$ cat src/sv/lse_pkg.sv
`timescale 1ns / 1ps

package lse_pkg;

	localparam int PixelWidth = 24;
	localparam int ValueWidth = 32;
	localparam int ByteWidth  = 8;
	localparam int CountWidth = 5;

	// bit positions of the channel lsbs inside a packed pixel
	localparam int RedLsb   = 16;
	localparam int GreenLsb = 8;
	localparam int BlueLsb  = 0;

	localparam logic [1:0] CH_RED   = 2'd0;
	localparam logic [1:0] CH_GREEN = 2'd1;
	localparam logic [1:0] CH_BLUE  = 2'd2;

	localparam logic [1:0] KIND_NAME = 2'd0;
	localparam logic [1:0] KIND_SIZE = 2'd1;
	localparam logic [1:0] KIND_DATA = 2'd2;

	localparam logic [CountWidth-1:0] BYTE_BITS = CountWidth'(ByteWidth);

	typedef enum logic [1:0] {
		PH_NAME = 2'd0,
		PH_SIZE = 2'd1,
		PH_DATA = 2'd2,
		PH_DONE = 2'd3
	} lse_phase_t;

	typedef struct packed {
		logic                  frame_start;
		logic [PixelWidth-1:0] pixel;
	} lse_item_t;

	typedef struct packed {
		logic [1:0]            kind;
		logic [ValueWidth-1:0] value;
		logic                  last;
	} lse_result_t;

endpackage

$ cat src/sv/lse_in_reg.sv
`timescale 1ns / 1ps

module lse_in_reg (
	input  logic              clk,
	input  logic              arst_n,
	input  logic              in_valid,
	output logic              in_ready,
	input  lse_pkg::lse_item_t in_item,
	output logic              valid_s1,
	output lse_pkg::lse_item_t item_s1,
	input  logic              take_s1
);

	// stage empties whenever the decoder takes it, so a full stage still refills
	assign in_ready = !valid_s1 || take_s1;

	always_ff @(posedge clk or negedge arst_n) begin
		if (!arst_n) begin
			valid_s1 <= 1'b0;
		end else if (in_ready) begin
			valid_s1 <= in_valid;
		end
	end

	always_ff @(posedge clk) begin
		if (in_valid && in_ready) begin
			item_s1 <= in_item;
		end
	end

endmodule

$ cat src/sv/lse_decoder.sv
`timescale 1ns / 1ps

module lse_decoder (
	input  logic                 clk,
	input  logic                 arst_n,
	input  logic                 valid_s1,
	input  lse_pkg::lse_item_t   item_s1,
	output logic                 take_s1,
	output logic                 out_valid,
	input  logic                 out_ready,
	output lse_pkg::lse_result_t result_s2
);

	lse_pkg::lse_phase_t                 phase_q, phase_d, phase_cur;
	logic [1:0]                          chan_q, chan_d, chan_cur;
	logic [lse_pkg::CountWidth-1:0]      count_q, count_d, count_cur, count_inc;
	logic [lse_pkg::ValueWidth-1:0]      shift_q, shift_d, shift_cur, shift_inc;
	logic [lse_pkg::ValueWidth-1:0]      left_q, left_d, left_cur, left_dec;
	logic                                pix_bit;
	logic                                emit;
	lse_pkg::lse_result_t                res_d;
	logic                                valid_s2;
	logic                                fire;

	assign take_s1   = !valid_s2 || out_ready;
	assign fire      = valid_s1 && take_s1;
	assign out_valid = valid_s2;

	always_comb begin
		phase_cur = phase_q;
		chan_cur  = chan_q;
		count_cur = count_q;
		shift_cur = shift_q;
		left_cur  = left_q;
		// frame start restarts the decoder before this pixel is used
		if (item_s1.frame_start) begin
			phase_cur = lse_pkg::PH_NAME;
			chan_cur  = lse_pkg::CH_RED;
			count_cur = '0;
			shift_cur = '0;
			left_cur  = '0;
		end

		case (chan_cur)
			lse_pkg::CH_RED:   pix_bit = item_s1.pixel[lse_pkg::RedLsb];
			lse_pkg::CH_GREEN: pix_bit = item_s1.pixel[lse_pkg::GreenLsb];
			default:           pix_bit = item_s1.pixel[lse_pkg::BlueLsb];
		endcase

		shift_inc = {shift_cur[lse_pkg::ValueWidth-2:0], pix_bit};
		count_inc = count_cur + 1'b1;
		left_dec  = left_cur - 1'b1;

		phase_d = phase_cur;
		chan_d  = (chan_cur == lse_pkg::CH_BLUE) ? lse_pkg::CH_RED : chan_cur + 1'b1;
		count_d = count_inc;
		shift_d = shift_inc;
		left_d  = left_cur;
		emit    = 1'b0;
		res_d.kind  = lse_pkg::KIND_NAME;
		res_d.value = {{(lse_pkg::ValueWidth-lse_pkg::ByteWidth){1'b0}},
			shift_inc[lse_pkg::ByteWidth-1:0]};
		res_d.last  = 1'b0;

		case (phase_cur)
			lse_pkg::PH_NAME: begin
				if (count_inc == lse_pkg::BYTE_BITS) begin
					count_d = '0;
					shift_d = '0;
					// zero byte ends the name and is not sent
					if (shift_inc[lse_pkg::ByteWidth-1:0] == '0) begin
						phase_d = lse_pkg::PH_SIZE;
					end else begin
						emit = 1'b1;
					end
				end
			end
			lse_pkg::PH_SIZE: begin
				// count wraps to zero after 32 bits
				if (count_inc == '0) begin
					shift_d     = '0;
					left_d      = shift_inc;
					emit        = 1'b1;
					res_d.kind  = lse_pkg::KIND_SIZE;
					res_d.value = shift_inc;
					res_d.last  = (shift_inc == '0);
					phase_d     = (shift_inc == '0) ? lse_pkg::PH_DONE : lse_pkg::PH_DATA;
				end
			end
			lse_pkg::PH_DATA: begin
				if (count_inc == lse_pkg::BYTE_BITS) begin
					count_d    = '0;
					shift_d    = '0;
					left_d     = left_dec;
					emit       = 1'b1;
					res_d.kind = lse_pkg::KIND_DATA;
					res_d.last = (left_dec == '0);
					if (left_dec == '0) begin
						phase_d = lse_pkg::PH_DONE;
					end
				end
			end
			default: begin
				// done: pixel ignored, nothing moves
				chan_d  = chan_cur;
				count_d = count_cur;
				shift_d = shift_cur;
			end
		endcase
	end

	always_ff @(posedge clk or negedge arst_n) begin
		if (!arst_n) begin
			phase_q  <= lse_pkg::PH_NAME;
			chan_q   <= lse_pkg::CH_RED;
			count_q  <= '0;
			shift_q  <= '0;
			left_q   <= '0;
			valid_s2 <= 1'b0;
		end else begin
			if (fire) begin
				phase_q <= phase_d;
				chan_q  <= chan_d;
				count_q <= count_d;
				shift_q <= shift_d;
				left_q  <= left_d;
			end
			if (take_s1) begin
				valid_s2 <= fire && emit;
			end
		end
	end

	always_ff @(posedge clk) begin
		if (fire && emit) begin
			result_s2 <= res_d;
		end
	end

`ifndef NO_ASSERTIONS
	a_done_sticky: assert property (@(posedge clk) disable iff (!arst_n)
		(fire && phase_q == lse_pkg::PH_DONE && !item_s1.frame_start)
		|=> phase_q == lse_pkg::PH_DONE)
		else $error("done phase left without frame start");

	a_data_has_bytes: assert property (@(posedge clk) disable iff (!arst_n)
		phase_q == lse_pkg::PH_DATA |-> left_q != '0)
		else $error("payload phase with no bytes left");

	a_byte_count: assert property (@(posedge clk) disable iff (!arst_n)
		(phase_q == lse_pkg::PH_NAME || phase_q == lse_pkg::PH_DATA)
		|-> count_q < lse_pkg::BYTE_BITS)
		else $error("bit count past a byte");

	a_name_not_last: assert property (@(posedge clk) disable iff (!arst_n)
		(valid_s2 && result_s2.kind == lse_pkg::KIND_NAME) |-> !result_s2.last)
		else $error("name character marked last");
`endif

endmodule

$ cat src/sv/lsb_stego_extractor_top.sv
`timescale 1ns / 1ps

// lsb stego extractor
// input channel: in_valid/in_ready with frame_start and a packed 24-bit pixel.
// one lsb per pixel is taken from red, green, blue in turn; frame_start restarts
// decoding at red with that pixel.
// output channel: out_valid/out_ready with kind (name char, size word, payload
// byte), value and last. name ends at a zero byte, which is not sent; then the
// 32-bit size, then that many payload bytes, the final one marked last
// (a zero size is marked last itself). afterwards pixels are dropped until the
// next frame_start.
// timing: one item per clock sustained while out_ready stays high. a pixel that completes a
// result goes through the input register, then is decoded into the result register, and a
// stalled receiver can hold it in either. at most one result per item.
// when the receiver stalls with a result waiting, the result register holds; the input
// register takes at most one more item, then in_ready stays low until the result is taken.
// reset: asynchronous, clears both valid flags and the decoder state, so the
// first pixel after reset decodes as the start of a frame.

module lsb_stego_extractor_top (
	input  logic                              clk,
	input  logic                              arst_n,
	input  logic                              in_valid,
	output logic                              in_ready,
	input  logic                              frame_start,
	input  logic [lse_pkg::PixelWidth-1:0]    pixel,
	output logic                              out_valid,
	input  logic                              out_ready,
	output logic [1:0]                        kind,
	output logic [lse_pkg::ValueWidth-1:0]    value,
	output logic                              last
);

	lse_pkg::lse_item_t   in_item;
	lse_pkg::lse_item_t   item_s1;
	lse_pkg::lse_result_t result_s2;
	logic                 valid_s1;
	logic                 take_s1;

	assign in_item.frame_start = frame_start;
	assign in_item.pixel       = pixel;

	lse_in_reg u_in_reg (
		.clk      (clk),
		.arst_n   (arst_n),
		.in_valid (in_valid),
		.in_ready (in_ready),
		.in_item  (in_item),
		.valid_s1 (valid_s1),
		.item_s1  (item_s1),
		.take_s1  (take_s1)
	);

	lse_decoder u_decoder (
		.clk       (clk),
		.arst_n    (arst_n),
		.valid_s1  (valid_s1),
		.item_s1   (item_s1),
		.take_s1   (take_s1),
		.out_valid (out_valid),
		.out_ready (out_ready),
		.result_s2 (result_s2)
	);

	assign kind  = result_s2.kind;
	assign value = result_s2.value;
	assign last  = result_s2.last;

endmodule

$ cat config.mk
export PLATFORM = sky130hd
export DESIGN_NAME = lsb_stego_extractor_top
export DESIGN_NICKNAME = d
export VERILOG_FILES = /design/src/sv/lse_pkg.sv /design/src/sv/lse_in_reg.sv /design/src/sv/lse_decoder.sv /design/src/sv/lsb_stego_extractor_top.sv
export SDC_FILE = /design/constraint.sdc
export NUM_CORES = 1
export LEC_CHECK = 0
export CAP_MARGIN = 20
export CORE_AREA = 8 8 88 129
export DETAILED_ROUTE_END_ITERATION = 12
export DIE_AREA = 0 0 96 137
export DONT_BUFFER_PORTS = 1
export HOLD_SLACK_MARGIN = 0.15
export PLACE_DENSITY = 0.81
export SYNTH_ARGS = -nofsm -noshare
export SYNTH_HDL_FRONTEND = slang
export SYNTH_SLANG_ARGS = --single-unit
$ cat constraint.sdc
create_clock -name clk -period 6.56 [get_ports clk]
set_input_delay 0.656 -clock clk [delete_from_list [all_inputs] [get_ports clk]]
set_output_delay 0.656 -clock clk [all_outputs]
set_load 0.02 [all_outputs]
; ---- After elaboration in Yosys (flattened, before gate mapping)
; Index checks and enable logic that the tools add are counted.
[op_classes]
n_addsub = 3
n_mux = 34
reduce_logical = 16
eq_ne = 5
[ops]
columns = operator, n
row1 = 32-bit two-way mux, 3
row2 = 31-bit two-way mux, 3
row3 = 32-bit zero test, 2
row4 = 32-bit one-hot mux with 2 select lines, 1
row5 = 31-bit one-hot mux with 2 select lines, 1
row6 = 34-bit two-way mux, 1
row7 = 32-bit by 1-bit subtractor with 32-bit output (second input constant), 1
row8 = 2-bit two-way mux, 10
row9 = 5-bit two-way mux, 2
row10 = 5-bit one-hot mux with 2 select lines, 1
row11 = 8-bit zero test, 1
row12 = 8-bit two-way mux, 1
row13 = 1-bit two-way mux, 6
row14 = 2-bit one-hot mux with 3 select lines, 1
row15 = 5-bit by 1-bit adder with 5-bit output (second input constant), 1
row16 = 5-bit by 4-bit equality test with 1-bit output (second input constant), 1
row17 = 5-bit zero test, 1
row18 = 2-bit by 1-bit equality test with 1-bit output (second input constant), 2
row19 = 2-bit equality test (second input constant), 2
row20 = 2-bit zero test, 2
row21 = 1-bit one-hot mux with 2 select lines, 2
row22 = 2-bit one-hot mux with 2 select lines, 1
row23 = 1-bit logical AND, 3
row24 = 1-bit one-hot mux with 3 select lines, 1
row25 = 6 further kinds, 8
[word_totals]
register_bits = 127
output_inout_bits = 37
wordCells = 71

; ---- Depth between registers and ports, before layout
[logic_depth]
ltp_word = 8
mapped_depth = 17
mapped_depth_nobuf = 11

; ---- Hierarchy
; A second synthesis with hierarchy kept.
[hier_totals]
cells_unflattened = 685
hier_area_um2 = 6995.5
[by_module_without_submodules]
columns = mod, instances, cells_each, area_each_um2, seq_area_each_um2
row1 = lse_decoder, 1, 656, 6190.9, 2877.8
row2 = lse_in_reg, 1, 29, 804.5, 775.7

; ---- Worst setup path after synthesis
; Ideal clock, no wire load.
[synth_timing]
path_type = register -> register
startpoint = register u_in_reg.item_s1[24] (netlist name)
endpoint = register u_decoder.result_s2[0] (netlist name)
setup_time_ns = 0.390
arrival_ns = 3.526
synth_period_minus_slack_ns = 3.915
stages_incl_launch_ff = 15
slack_ns = 2.645
cell_sequence = edfxtp_1 -> clkbuf_1 -> clkbuf_1 -> clkbuf_1 -> clkbuf_1 -> buf_2 -> nor2b_1 -> ha_1 -> clkbuf_1 -> o22ai_1 -> nand3_1 -> clkbuf_1 -> nor2_1 -> o21ai_1 -> inv_1
[synth_via]
elab_chain_cells = 8
[synth_lines]
columns = element, line
row1 = "parallel branches: the longest is 6 deep, another holds 5-bit by 1-bit adder with 5-bit output", --
row2 = 1-bit one-hot mux with 3 select lines *, lse_decoder.sv:65  ; case (phase_cur)
row3 = 1-bit logical AND *, lse_decoder.sv:135  ; if (fire && emit) begin
; Every way passes the cells marked *.
; A chain may end at the register's enable or synchronous reset.

; ---- Final worst setup path
[layout_timing]
startpoint = register u_in_reg.item_s1[24] (netlist name)
endpoint = register u_decoder.result_s2[20] (netlist name)
[layout_via]
elab_chain_cells = 8
[layout_lines]
columns = element, line
row1 = "parallel branches: the longest is 6 deep, another holds 5-bit by 1-bit adder with 5-bit output", --
row2 = 1-bit one-hot mux with 3 select lines *, lse_decoder.sv:65
row3 = 1-bit logical AND *, lse_decoder.sv:135
; Marked as above.

==> results_dict.tcl <==
set metrics [dict create \
    reg2reg_to "u_decoder.result_s2[20]" \
    min_from "frame_start" \
    num-nets-final 632 \
    cp-start-kind "register" \
    areaGrowthSynthToFinish_pct 11.3 \
    die_y_um 137 \
    ys.flop_type "dfrtp_1" \
    cp.arrival_ns 4.13 \
    whs_path_depth 0 \
    post-dp-hpwl_um 10800 \
    crit_top_cell "buf_4" \
    drv_cap 0 \
    min_to "u_in_reg.item_s1[24]" \
    cts.sinks 113 \
    post-route-util_pct 70.0 \
    port_buffers 0 \
    drv_slew 0 \
    maxSlewHeadroom_pct 25.6 \
    synthCells 607 \
    layout-drive-gt1-share_pct 9.52 \
    path_max_fanout 58 \
    async_reset_ff_share_pct 65.5 \
    clk_pin_slew_ns 0.05 \
    cpMaxStageDelayCell "and3b_1" \
    drtPass1Iterations 5 \
    ys_types 66 \
    ys_ff_latch 113 \
    io_pins 66 \
    cp.required_ns 6.62 \
    coreArea_um2 9520 \
    wl_um 16600 \
    cts_root_buf "clkbuf_16" \
    path_buf_inv 3 \
    rows 44 \
    die-area_um2 13200 \
    cts_tree "done" \
    seq_area_frac_synth_pct 50.5 \
    netlist_area_um2 5990 \
    power.density_nw_per_um2 279 \
    grt_max_degree 75 \
    setup_violations 0 \
    min_path_type "in2reg" \
    reg2reg_from "u_in_reg.item_s1[24]" \
    grt-ovfl-total 0 \
    place_congestion 0.988 \
    rrSetupSlack_ns 2.49 \
    crit_chain "buf_4 > nor2b_1 > ha_1 > nand2_1 > o32ai_1 > and3b_1 > and2_1 > o21ai_1 > inv_1 > buf_4" \
    track_usage_pct 26.1 \
    synth_edf_count 39 \
    synth_area_per_cell_um2 9.86 \
    syn-num-nets 643 \
    wire_per_inst_um 22.9 \
    regArea_um2 3020 \
    finalCritPeriodShare_pct 62.1 \
    end_kind "register" \
    grt_pass1_vias 4811 \
    crit_family "simple AND/OR/NAND/NOR gates" \
    setup.worst_path.start "u_in_reg.item_s1[24]" \
    grt_pass1_wl_um 25800 \
    drc 0 \
    cellLeakagePower_nw 2.89 \
    die_x_um 96 \
    multi_input_area_um2 2730 \
    ir_drop_mv 0.299 \
    critPathMaxStageDelay_ns 0.97 \
    antenna_left 0 \
    post_cts_buffers 0 \
    grt_antenna_before_repair 0 \
    num-fill-cells 697 \
    period_needed_ns 4.07 \
    rsz0062_at_grt "false" \
    tightest_slew_ns 1.12 \
    hold_violations 0 \
    yosys_warnings 0 \
    r2r_cells 10 \
    via_per_inst 7.13 \
    route.vias.total 5160 \
    criticalPathCategory "reg2reg" \
    cts_buffers 17 \
    n_antenna_cell 0 \
    fin_worst_skew_ns 0.00620 \
    design_area_um2 6670 \
    finalSetupTns_ns 0 \
    start_util_pct 62.9 \
    power.total_mw 1.86 \
    fmax_mhz 246 \
    status "complete, no violations" \
    clock_latency_ns 0.42 \
    timing.final.ws_setup_ns 2.49 \
    dpl-instance-area_um2 6040 \
    dp_worst_setup_slack_ns 2.63 \
    drt_iter0_markers 546 \
    cts_buffer_depth 2 \
    h-tree-depth 4 \
]
layout make-up:
type / instances / share of cell area, %
inverter: 22 / 1.24
timing repair buffer: 10 / 1.46
sequential: 113 / 45.3
clock inverter: 10 / 1.46
multi-input combinational: 432 / 40.9
tap: 115 / 2.16
clock buffer: 22 / 7.43
worst max-delay path by stage:
stage	end	slack (ns)	depth (start not counted)
2_1_floorplan	u_decoder.result_s2[0]	2.64	14
3_3_place_gp	u_decoder.result_s2[19]	2.87	10
3_5_place_dp	u_decoder.result_s2[23]	2.63	10
4_1_cts	u_decoder.result_s2[26]	2.61	10
5_1_grt	u_decoder.result_s2[20]	2.23	10
6_report	u_decoder.result_s2[20]	2.49	10
cells by family after synthesis:
family	synth area share (%)
and+or+nand+nor	20.3
AOI/OAI and AO/OA	22.3
DFF	50.5
buffers and inverters	4.03
adders and majority gates	1.46
muxes	0.899
xor gates and xnor gates	0.585
placed cells by master (no fill, tap or decap), types with 20 or more instances in the layout:
| cell type | instances |
|---|---|
| inv_1 | 20 |
| nor2_1 | 30 |
| a21oi_1 | 30 |
| a22o_1 | 31 |
| nand3_1 | 22 |
| edfxtp_1 | 39 |
| o21ai_1 | 32 |
| dfrtp_1 | 74 |
| and3_1 | 28 |
| nand2_1 | 52 |
state kept, by name (all words and copies together), names as in the netlist:
| name | count |
|---|---|
| u_in_reg.valid_s1 | 1 |
| u_decoder.count_q | 5 |
| u_decoder.phase_q | 2 |
| u_decoder.chan_q | 2 |
| u_decoder.result_s2 | 35 |
| u_decoder.out_valid | 1 |
| u_decoder.left_q | 32 |
| u_decoder.shift_q | 31 |
| u_in_reg.item_s1 | 4 |
timing repair:
item | 4_1_cts | 5_1_grt
resized for setup | 0 | 0
hold buffers | 2 | 0
endpoints found under the hold margin | 74 | 0
through the flow:
stage | std cells | hold slack [ns]
final | 724 | 0.331
after global routing | 724 | 0.319
after CTS | 724 | 0.324
after detailed placement | 690 | 0.363
after global placement | 690 | 0.364
after floorplan | 607 | 0.360
synth_stat cells (all sizes together), types with 13 or more instances:
library cell	n	area, µm²
o21ai	52	264
nor4	14	103
edfxtp	39	1170
inv	21	78.8
a21oi	30	150
and3	28	175
clkbuf	35	131
nand2	52	195
nor2	31	119
a22o	31	272
a22oi	13	97.6
nor3	15	85.1
nand3	23	120
dfrtp	74	1850
report_power, final:
part	total [mW]	leakage, nW	switching (mW)	internal (mW)
sequential	0.758	1.41	0.0141	0.744
clock	0.921	0.284	0.345	0.575
combinational	0.179	1.19	0.125	0.0540
total	1.86	2.89	0.484	1.37
per-layer routing:
| layer | share of wire, % | track usage (%) |
|---|---|---|
| met5 | 0 | 0 |
| met1 | 38 | 31.2 |
| met2 | 51 | 41.8 |
| met4 | 4.1 | 14.7 |
| met3 | 7.0 | 6.21 |
(Power assumes the default switching activity.)
